File: config.mk
export PLATFORM = sky130hd
export DESIGN_NAME = formula_token_scanner
export DESIGN_NICKNAME = d
export VERILOG_FILES = /design/src/rtl/fts_pkg.sv /design/src/rtl/formula_token_scanner.sv
export SDC_FILE = /design/constraint.sdc
export NUM_CORES = 2
export LEC_CHECK = 0
export ABC_CLOCK_PERIOD_IN_PS = 6600
export BUFFER_PORTS_ARGS = -buffer_cell sky130_fd_sc_hd__buf_2
export CAP_MARGIN = 10
export CORE_ASPECT_RATIO = 0.7
export CORE_UTILIZATION = 55
export DETAILED_ROUTE_END_ITERATION = 12
export PLACE_DENSITY = 0.8
export SYNTH_ARGS = -nofsm -noshare
export SYNTH_HDL_FRONTEND = slang
export SYNTH_SLANG_ARGS = --single-unit
export TNS_END_PERCENT = 1
File: constraint.sdc
create_clock -name clk -period 6.6 [get_ports clk]
set_input_delay 1.32 -clock clk [delete_from_list [all_inputs] [get_ports clk]]
set_output_delay 1.32 -clock clk [all_outputs]
set_load 0.03 [all_outputs]
File: src/rtl/fts_pkg.sv
`default_nettype none
// ----------------------------------------------------------------------------
// fts_pkg: shared types and constants for the formula token scanner
// Token kinds, error codes, scanner states, result record, keyword words
// and character class helpers.
// ----------------------------------------------------------------------------
package fts_pkg;

  localparam int NAME_LEN_DEF  = 4;
  localparam int MAX_NAMES_DEF = 64;

  localparam int KW_COUNT = 7;

  typedef enum logic [2:0] {
    KIND_NAME    = 3'd0,
    KIND_KEYWORD = 3'd1,
    KIND_OPEN    = 3'd2,
    KIND_CLOSE   = 3'd3,
    KIND_END     = 3'd4,
    KIND_ERROR   = 3'd5
  } kind_t;

  typedef enum logic [1:0] {
    ERR_NONE = 2'd0,
    ERR_CHAR = 2'd1,
    ERR_LONG = 2'd2,
    ERR_FULL = 2'd3
  } err_t;

  typedef enum logic [2:0] {
    S_IDLE,
    S_DECODE,
    S_SEARCH,
    S_PUSH,
    S_DELIM
  } state_t;

  typedef struct packed {
    kind_t      kind;
    logic [5:0] value;
    logic       new_name;
    err_t       error_code;
    logic       last;
  } res_t;

  // keywords packed with the first character in the low byte
  localparam logic [KW_COUNT-1:0][63:0] KW_WORDS = {
    64'h0000_0000_0054_4F4E, // NOT
    64'h0000_0000_0000_004C, // L
    64'h0000_0000_0000_004D, // M
    64'h0000_0000_0044_4E41, // AND
    64'h0000_0000_0000_524F, // OR
    64'h0000_0000_4E45_4854, // THEN
    64'h0000_0000_0000_5145  // EQ
  };

  localparam logic [7:0] CH_OPEN  = 8'h28;
  localparam logic [7:0] CH_CLOSE = 8'h29;
  localparam logic [7:0] CH_SPACE = 8'h20;
  localparam logic [7:0] CH_TAB   = 8'h09;
  localparam logic [7:0] CH_LF    = 8'h0A;

  function automatic logic is_letter(input logic [7:0] c);
    is_letter = (c >= 8'h41 && c <= 8'h5A) || (c >= 8'h61 && c <= 8'h7A);
  endfunction

  function automatic logic is_digit(input logic [7:0] c);
    is_digit = (c >= 8'h30 && c <= 8'h39);
  endfunction

  function automatic logic is_space(input logic [7:0] c);
    is_space = (c == CH_SPACE) || (c == CH_TAB) || (c == CH_LF);
  endfunction

endpackage
`default_nettype wire

File: src/rtl/formula_token_scanner.sv
`default_nettype none
// ----------------------------------------------------------------------------
// formula_token_scanner: character stream to tokens with a name table
// Splits characters into names, keywords, parens and end tokens; names are
// looked up in a table held in a synchronous memory and appended when new.
// ----------------------------------------------------------------------------
//  channel | signals                                   | handshake
//  --------+-------------------------------------------+------------------
//  in      | character, end_of_input, first            | in_valid/in_ready
//  out     | kind, value, new_name, error_code, last   | out_valid/out_ready
//
//  An item passes through S_DECODE, and through S_PUSH when it gives a token.
//  Finishing a name that is not a keyword walks the name table one entry per
//  cycle through the memory read port. A delimiter that also gives a token is
//  pushed after the name from S_DELIM. Results go through a two-entry output
//  queue; the push stalls while it is full.
//  Reset needs no clearing pass; an item marked first empties the table.
// ----------------------------------------------------------------------------
module formula_token_scanner #(
  parameter int NAME_LEN  = fts_pkg::NAME_LEN_DEF,
  parameter int MAX_NAMES = fts_pkg::MAX_NAMES_DEF
) (
  input  wire logic       clk,
  input  wire logic       rst,
  input  wire logic       in_valid,
  output logic            in_ready,
  input  wire logic [7:0] character,
  input  wire logic       end_of_input,
  input  wire logic       first,
  output logic            out_valid,
  input  wire logic       out_ready,
  output logic [2:0]      kind,
  output logic [5:0]      value,
  output logic            new_name,
  output logic [1:0]      error_code,
  output logic            last
);

  localparam int BW = 8 * NAME_LEN;
  localparam int LW = $clog2(NAME_LEN + 1);
  localparam int IW = (MAX_NAMES > 1) ? $clog2(MAX_NAMES) : 1;
  localparam int CW = $clog2(MAX_NAMES + 1);

  fts_pkg::state_t state, state_next;
  logic [7:0]    ch, ch_next;
  logic          eoi, eoi_next;
  logic          in_name, in_name_next;
  logic [BW-1:0] buf_q, buf_next;
  logic [LW-1:0] len, len_next;
  logic [CW-1:0] count, count_next;
  logic          err_hold, err_hold_next;
  logic [CW-1:0] idx, idx_next;
  logic          cmp_valid, cmp_valid_next;
  logic [IW-1:0] cmp_idx, cmp_idx_next;
  fts_pkg::res_t res, res_next;

  logic [BW-1:0] name_mem [MAX_NAMES];
  logic [BW-1:0] rd_data;
  logic          mem_re, mem_we;

  fts_pkg::res_t q0, q1;
  logic [1:0]    ocnt;
  logic          push, pop;

  logic          delim, delim_tok, alnum, kw_hit, tbl_full, do_between;
  logic [2:0]    kw_idx;

  always_comb begin
    kw_hit = 1'b0;
    kw_idx = '0;
    for (int i = 0; i < fts_pkg::KW_COUNT; i++) begin
      if (!kw_hit && fts_pkg::KW_WORDS[i] == 64'(buf_q)) begin
        kw_hit = 1'b1;
        kw_idx = 3'(i);
      end
    end
  end

  assign delim_tok = eoi || ch == fts_pkg::CH_OPEN || ch == fts_pkg::CH_CLOSE;
  assign delim     = delim_tok || fts_pkg::is_space(ch);
  assign alnum     = fts_pkg::is_letter(ch) || fts_pkg::is_digit(ch);
  assign tbl_full  = (count == CW'(MAX_NAMES));
  assign in_ready  = (state == fts_pkg::S_IDLE);
  assign pop       = out_valid && out_ready;

  always_comb begin
    state_next     = state;
    ch_next        = ch;
    eoi_next       = eoi;
    in_name_next   = in_name;
    buf_next       = buf_q;
    len_next       = len;
    count_next     = count;
    err_hold_next  = err_hold;
    idx_next       = idx;
    cmp_valid_next = 1'b0;
    cmp_idx_next   = cmp_idx;
    res_next       = res;
    mem_re         = 1'b0;
    mem_we         = 1'b0;
    push           = 1'b0;
    do_between     = 1'b0;

    unique case (state)
      fts_pkg::S_IDLE: begin
        if (in_valid) begin
          ch_next    = character;
          eoi_next   = end_of_input;
          state_next = fts_pkg::S_DECODE;
          if (first) begin
            count_next    = '0;
            err_hold_next = 1'b0;
            in_name_next  = 1'b0;
            buf_next      = '0;
            len_next      = '0;
          end
        end
      end
      fts_pkg::S_DECODE: begin
        if (err_hold) begin
          state_next = fts_pkg::S_IDLE;
        end else if (!in_name) begin
          do_between = 1'b1;
        end else if (delim) begin
          in_name_next = 1'b0;
          if (kw_hit) begin
            res_next   = '{fts_pkg::KIND_KEYWORD, 6'(kw_idx), 1'b0,
                           fts_pkg::ERR_NONE, !delim_tok};
            state_next = fts_pkg::S_PUSH;
          end else begin
            idx_next   = '0;
            state_next = fts_pkg::S_SEARCH;
          end
        end else if (alnum) begin
          if (len == LW'(NAME_LEN)) begin
            res_next      = '{fts_pkg::KIND_ERROR, 6'd0, 1'b0, fts_pkg::ERR_LONG, 1'b1};
            err_hold_next = 1'b1;
            state_next    = fts_pkg::S_PUSH;
          end else begin
            for (int i = 0; i < NAME_LEN; i++) begin
              if (len == LW'(i)) buf_next[8*i +: 8] = ch;
            end
            len_next   = len + LW'(1);
            state_next = fts_pkg::S_IDLE;
          end
        end else begin
          res_next      = '{fts_pkg::KIND_ERROR, 6'd0, 1'b0, fts_pkg::ERR_CHAR, 1'b1};
          err_hold_next = 1'b1;
          state_next    = fts_pkg::S_PUSH;
        end
      end
      fts_pkg::S_SEARCH: begin
        if (cmp_valid && rd_data == buf_q) begin
          res_next   = '{fts_pkg::KIND_NAME, 6'(cmp_idx), 1'b0,
                         fts_pkg::ERR_NONE, !delim_tok};
          state_next = fts_pkg::S_PUSH;
        end else if (idx < count) begin
          mem_re         = 1'b1;
          cmp_valid_next = 1'b1;
          cmp_idx_next   = idx[IW-1:0];
          idx_next       = idx + CW'(1);
        end else if (tbl_full) begin
          res_next      = '{fts_pkg::KIND_ERROR, 6'd0, 1'b0, fts_pkg::ERR_FULL, 1'b1};
          err_hold_next = 1'b1;
          state_next    = fts_pkg::S_PUSH;
        end else begin
          mem_we     = 1'b1;
          res_next   = '{fts_pkg::KIND_NAME, 6'(count), 1'b1,
                         fts_pkg::ERR_NONE, !delim_tok};
          count_next = count + CW'(1);
          state_next = fts_pkg::S_PUSH;
        end
      end
      fts_pkg::S_PUSH: begin
        if (ocnt != 2'd2) begin
          push       = 1'b1;
          state_next = res.last ? fts_pkg::S_IDLE : fts_pkg::S_DELIM;
        end
      end
      fts_pkg::S_DELIM: begin
        do_between = 1'b1;
      end
      default: begin
        state_next = fts_pkg::S_IDLE;
      end
    endcase

    if (do_between) begin
      priority if (eoi) begin
        res_next   = '{fts_pkg::KIND_END, 6'd0, 1'b0, fts_pkg::ERR_NONE, 1'b1};
        state_next = fts_pkg::S_PUSH;
      end else if (fts_pkg::is_space(ch)) begin
        state_next = fts_pkg::S_IDLE;
      end else if (ch == fts_pkg::CH_OPEN) begin
        res_next   = '{fts_pkg::KIND_OPEN, 6'd0, 1'b0, fts_pkg::ERR_NONE, 1'b1};
        state_next = fts_pkg::S_PUSH;
      end else if (ch == fts_pkg::CH_CLOSE) begin
        res_next   = '{fts_pkg::KIND_CLOSE, 6'd0, 1'b0, fts_pkg::ERR_NONE, 1'b1};
        state_next = fts_pkg::S_PUSH;
      end else if (fts_pkg::is_letter(ch)) begin
        in_name_next = 1'b1;
        buf_next     = BW'(ch);
        len_next     = LW'(1);
        state_next   = fts_pkg::S_IDLE;
      end else begin
        res_next      = '{fts_pkg::KIND_ERROR, 6'd0, 1'b0, fts_pkg::ERR_CHAR, 1'b1};
        err_hold_next = 1'b1;
        state_next    = fts_pkg::S_PUSH;
      end
    end
  end

  always_ff @(posedge clk) begin
    if (rst) begin
      state     <= fts_pkg::S_IDLE;
      in_name   <= 1'b0;
      buf_q     <= '0;
      len       <= '0;
      count     <= '0;
      err_hold  <= 1'b0;
      cmp_valid <= 1'b0;
    end else begin
      state     <= state_next;
      in_name   <= in_name_next;
      buf_q     <= buf_next;
      len       <= len_next;
      count     <= count_next;
      err_hold  <= err_hold_next;
      cmp_valid <= cmp_valid_next;
    end
    ch      <= ch_next;
    eoi     <= eoi_next;
    idx     <= idx_next;
    cmp_idx <= cmp_idx_next;
    res     <= res_next;
  end

  // name table
  always_ff @(posedge clk) begin
    if (mem_we) name_mem[count[IW-1:0]] <= buf_q;
    if (mem_re) rd_data <= name_mem[idx[IW-1:0]];
  end

  // output queue
  always_ff @(posedge clk) begin
    if (rst) begin
      ocnt <= '0;
    end else begin
      ocnt <= ocnt + 2'(push) - 2'(pop);
    end
    if (push && pop) begin
      if (ocnt == 2'd2) begin
        q0 <= q1;
        q1 <= res;
      end else begin
        q0 <= res;
      end
    end else if (pop) begin
      q0 <= q1;
    end else if (push) begin
      if (ocnt == 2'd0) q0 <= res;
      else q1 <= res;
    end
  end

  assign out_valid  = (ocnt != 2'd0);
  assign kind       = q0.kind;
  assign value      = q0.value;
  assign new_name   = q0.new_name;
  assign error_code = q0.error_code;
  assign last       = q0.last;

endmodule
`default_nettype wire

After elaboration in Yosys (flattened, before gate mapping). Memory sizes are Yosys's and may differ from the RTL's. A register that Yosys moved wholly into a read port is not among the register bits. Index checks and enable logic that the tools add are counted.

Register bits after elaboration: 111. Memory bits (writable): 2048. Input bits: 14. Output and inout port bits: 15. Word-level logic and storage cells: 270. Memories: 1.

Memory list: name_mem (words 64, width 32, read ports 1, clocked after memory_dff 1, wr ports 1, line formula_token_scanner.sv:57) `logic [BW-1:0] name_mem [MAX_NAMES];`.

Add/subtract/negate cells: 5. Order comparisons: 7. Equality and inequality tests: 42. Muxes and demuxes: 145. Bitwise gates (word level): 1. Reduce and logical (&&, ||, !) cells: 42.

Operator list (number): $mux W32 (13); $mux W13 (25); $mux W3 (28); $mux W7 (11); $eq A15 B32 Y1 const A (2); $eq A23 B32 Y1 const A (2); $eq A7 B32 Y1 const A (2); $pmux W32 S2 (1); $mux W1 (49); $eq A31 B32 Y1 const A (1); $eq A32 B32 Y1 (1); $mux W8 (4); $pmux W7 S2 (2); $ne A2 B2 Y1 const B (13); $pmux W13 S2 (1); $eq A8 B6 Y1 const B (3); $eq A8 B4 Y1 const B (2); $ge A8 B7 Y1 const B (2); $le A8 B7 Y1 const B (2); $pmux W3 S5 (1); $add A7 B1 Y7 const B (2); $eq A3 B2 Y1 const B (4); $logic_and A1 B1 Y1 (12); $mux W2 (6); other kinds (30) (53).

Longest topological paths before layout.
Depth in word-level cells: 31. Depth in mapped cells: 10. Mapped depth without buffers: 10.

Least setup slack after synthesis. Ideal clock, no wire load.

Path kind: flip-flop to flip-flop. From: register buf_q[1]. To: memory name_mem[49][0] in the netlist's numbering, enable pin. Setup time: 421 ps. Data arrival time: 4072 ps. Data required time: 6179 ps. Path slack: 2107 ps. Cell stages (with the launch flop): 10. Buffers on the path: 2. Clock period less this slack: 4493 ps. Path through: dfxtp_1 > buf_2 > xnor2_1 > nand3_1 > nor3_1 > and4_1 > buf_2 > nor4_1 > nand2_1 > nor2_1.

Longest elaborated chain between the ends: 6.

RTL lines: start, declared (line formula_token_scanner.sv:48) `logic [BW-1:0] buf_q, buf_next;`; start signal, assigned (line formula_token_scanner.sv:225) `buf_q <= buf_next;`; $eq A32 B32 Y1 (line formula_token_scanner.sv:153) `if (cmp_valid && rd_data == buf_q) begin`; $logic_and A1 B1 Y1 (line formula_token_scanner.sv:153); $mux W1 (line formula_token_scanner.sv:153); $mux W1 (line formula_token_scanner.sv:104) `unique case (state)`; $mux W1 (line formula_token_scanner.sv:240) `if (mem_we) name_mem[count[IW-1:0]] <= buf_q;`; $mux W1 (not written as such) (line formula_token_scanner.sv:240); end, declared (line formula_token_scanner.sv:57).

Every way passes these cells.

Final worst setup path.
From: register idx[1]. To: register rd_data[3] (read register of name_mem) (data pin).

Longest elaborated chain between the ends: 4.

RTL lines: start, declared (line formula_token_scanner.sv:52) `logic [CW-1:0] idx, idx_next;`; start signal, assigned (line formula_token_scanner.sv:233) `idx <= idx_next;`; $lt A7 B7 Y1 (line formula_token_scanner.sv:157) `end else if (idx < count) begin`; $mux W1 (line formula_token_scanner.sv:157); $mux W1 (line formula_token_scanner.sv:153); $mux W1; end, declared (line formula_token_scanner.sv:58) `logic [BW-1:0] rd_data;`.

Several ways; a longest one is shown, not always the timed one. A chain may end at the register's enable or synchronous reset.

==> metrics <==
largest net degree at the start of global routing around 160; worst r2r dst rd_data[3]; Yosys top cell area share roughly three quarters; syn avg cell area 23.3 sq um; DIE AREA approximately 160000 sq um; initial DRC count between 7000 and 8000; Post-Synthesis Cells 3618; Hold Path Stages 0; Die Ht about 330 microns; Synth Warn # 0; clock sinks approximately 2200; Critical Path Source idx[1]; flops & latches, synth around 2200; outcome completed; # hold bufs at CTS 0; sequential share of the synthesized area between 70 and 80%; CP Max Fanout 65; Worst Hold End q1[9]; Final TNS setup 0 ns; CTS H-Tree Depth 4; area of the core between 150000 and 200000 sq um; Max Cap Violations 0; max-slew violation count 0; commonest non-fill, non-tap cells in the layout edfxtp_1, mux4_2, clkbuf_16, buf_4, nor2_4; period utilisation layout between 70% and 80%; die width 470 microns; vias in the first global route a little over 40000; row cnt between 100 and 150; worst slew pin tran 1.31 ns; Fmax between 200 and 250 MHz; min Tclk post-route 4.63 ns; initial core utilization around 56%; Worst-path clk slew 0.07 ns; HPWL after DPL roughly 130000 microns; WL/cell between 30 and 40 microns; Worst setup EP type flop; total track usage between 20% and 30%; startpoint types flop; ys flop type edfxtp_1; fin nets approximately 3800; unrepaired setup endpoints after global routing no; final hold slack ~0.44 ns; DRC 0; Clock Latency Late Sink 0.83 ns; main area contributors after synthesis edfxtp_1, mux4_2, dfxtp_1; top cell type by total area after synthesis edfxtp_1; post-synthesis async set-or-reset flop share 0%; Area growth syn-to-layout 10.6%; VDD IR max between 0.2 and 0.3 mV; initial antenna violation count 29; layout cells sized above 1 29.8%; r2r setup slk just under 2 ns; number of post-CTS setup repair buffers 0; CTS tree done; first-pass GRT wire length around 320000 microns; worst r2r path cells 6; PD cells between 300 and 400 nW/um^2; CP arrival a little over 5 ns; final wirelength roughly 230000 microns; final core utilization approximately three fifths; post-route ant nets 0; I/O pins 29; RD Place Congestion about 0.96; Reg-to-Reg Start idx[1]; Hold Path Class reg -> reg; GRT Residual Overflow 0; placed instance area around 87000 sq um; post-synth cell types about 60; Leak Pwr 25.2 nW; startpoint of the worst hold path res[9]; Root Buffer clkbuf_16; commonest non-fill, non-tap cell in the layout edfxtp_1; EDFF count, synth 2128; routed vias/inst about 7; Max Root-Sink Buffers 3; First-pass DRT Iterations 6; Synthesized Nets approximately 3600; Final Hold Fails 0; Clock Skew ~0.035 ns; slew margin rel. about 13%; buffers added on ports 28; Resized cells post-CTS 0; post-route cell area between 90000 and 100000 sq um; routed vias 41500; CP required around 7 ns; clock buffer count from CTS 181; Final setup viols 0; kind of critical path reg -> reg; synthesized cell area 84500 sq um
[layer usage]
| layer | vias to the layer above | track usage (%) | wire length (microns) |
|---|---|---|---|
| met5 | - | 0 | 105 |
| met4 | 18 | 9.53 | 7810 |
| met3 | 484 | 11.6 | 39100 |
| met2 | 3488 | 43.6 | 102000 |
| met1 | 21800 | 41.7 | 80300 |
| li1 | 15700 | - | - |
[worst max-delay path, cell delays in order, from the launching register on]
cell	delay, ns
edfxtp_1	0.37
buf_4	0.57
buf_4	0.80
buf_4	0.89
mux4_2	0.55
mux4_2	0.58
mux4_2	0.47
[sequential cells by signal, indices dropped and copies added (netlist names), 3 cells and up]
| register | count |
|---|---|
| cmp_idx | 6 |
| state | 3 |
| len | 3 |
| rd_data | 32 |
| res | 13 |
| ch | 8 |
| buf_q | 32 |
| kind | 3 |
| name_mem | 2048 |
| count | 7 |
| q1 | 13 |
| value | 6 |
| idx | 7 |
[power by group]
part,internal (mW),switching (mW)
Clock,5.82,5.00
Combinational,0.806,1.34
Sequential,15.3,0.129
[through the flow]
stage / power (mW) / setup WS (ns) / instances
after CTS: 28.3 / 2.06 / 5859
after detailed placement: 17.8 / 2.03 / 5527
after global routing: 28.9 / 1.81 / 5866
final: 28.4 / 1.97 / 5875
after floorplan: 17.1 / 2.11 / 3618
after global placement: 17.7 / 1.68 / 5526
[area by class of cell]
| type | count | area, sq um |
|---|---|---|
| antenna | 9 | 22.5 |
| clock buffer | 232 | 4880 |
| clock inverter | 100 | 901 |
| fill | 9493 | 58100 |
| inverter | 21 | 78.8 |
| multi-input combinational | 1217 | 18900 |
| sequential | 2191 | 65200 |
| tap | 1996 | 2500 |
| timing repair buffer | 109 | 918 |
[worst max path at each step]
stage / to / slack [ns] / cells after the start
after global placement: name_mem[61][14] / 1.68 / 9
after CTS: rd_data[2] / 2.06 / 6
after floorplan: name_mem[49][0] / 2.11 / 9
final: rd_data[3] / 1.97 / 6
after detailed placement: rd_data[3] / 2.03 / 6
after global routing: name_mem[3][23] / 1.81 / 10
[kinds of logic (layout without fill, tap and decap cells)]
logic type	count (synthesis)	in the layout	synth area share (%)
multiplexers	687	687	18.1
AO/OA/AOI/OAI	136	136	0.996
other	0	9	0
flip-flops	2191	2191	77.2
adder cells (fa/ha/maj)	17	17	0.252
buffers and inverters	210	462	1.07
AND/OR/NAND/NOR	346	346	2.08
XOR/XNOR	31	31	0.322
[synthesized netlist by cell type, types with 2 or more instances]
| master | count |
|---|---|
| o211ai_1 | 8 |
| clkbuf_1 | 101 |
| nand4_1 | 14 |
| o31a_1 | 2 |
| nor3_1 | 16 |
| nand2_1 | 59 |
| xor2_1 | 5 |
| buf_4 | 10 |
| or3_1 | 4 |
| a2111o_1 | 2 |
| and2_1 | 7 |
| or4_1 | 6 |
| nand3b_1 | 2 |
| a211oi_1 | 4 |
| a221o_1 | 3 |
| o22ai_1 | 3 |
| nand3_1 | 57 |
| and3_1 | 13 |
| nor4bb_1 | 4 |
| dfxtp_1 | 63 |
| edfxtp_1 | 2128 |
| ha_1 | 17 |
| o31ai_1 | 5 |
| o21a_1 | 3 |
| nor2b_1 | 16 |
| o21ai_0 | 21 |
| a31o_2 | 2 |
| mux4_2 | 672 |
| a21oi_1 | 57 |
| xnor2_1 | 26 |
| buf_2 | 46 |
| a31oi_1 | 9 |
| inv_1 | 21 |
| o21bai_1 | 5 |
| or2_2 | 4 |
| nand2b_1 | 21 |
| buf_1 | 29 |
| mux2_2 | 14 |
| nor4b_1 | 6 |
| and4_1 | 2 |
| a22oi_1 | 3 |
| nor2_1 | 91 |
| buf_6 | 3 |
| nor4_1 | 19 |
(Power assumes the default switching activity.)
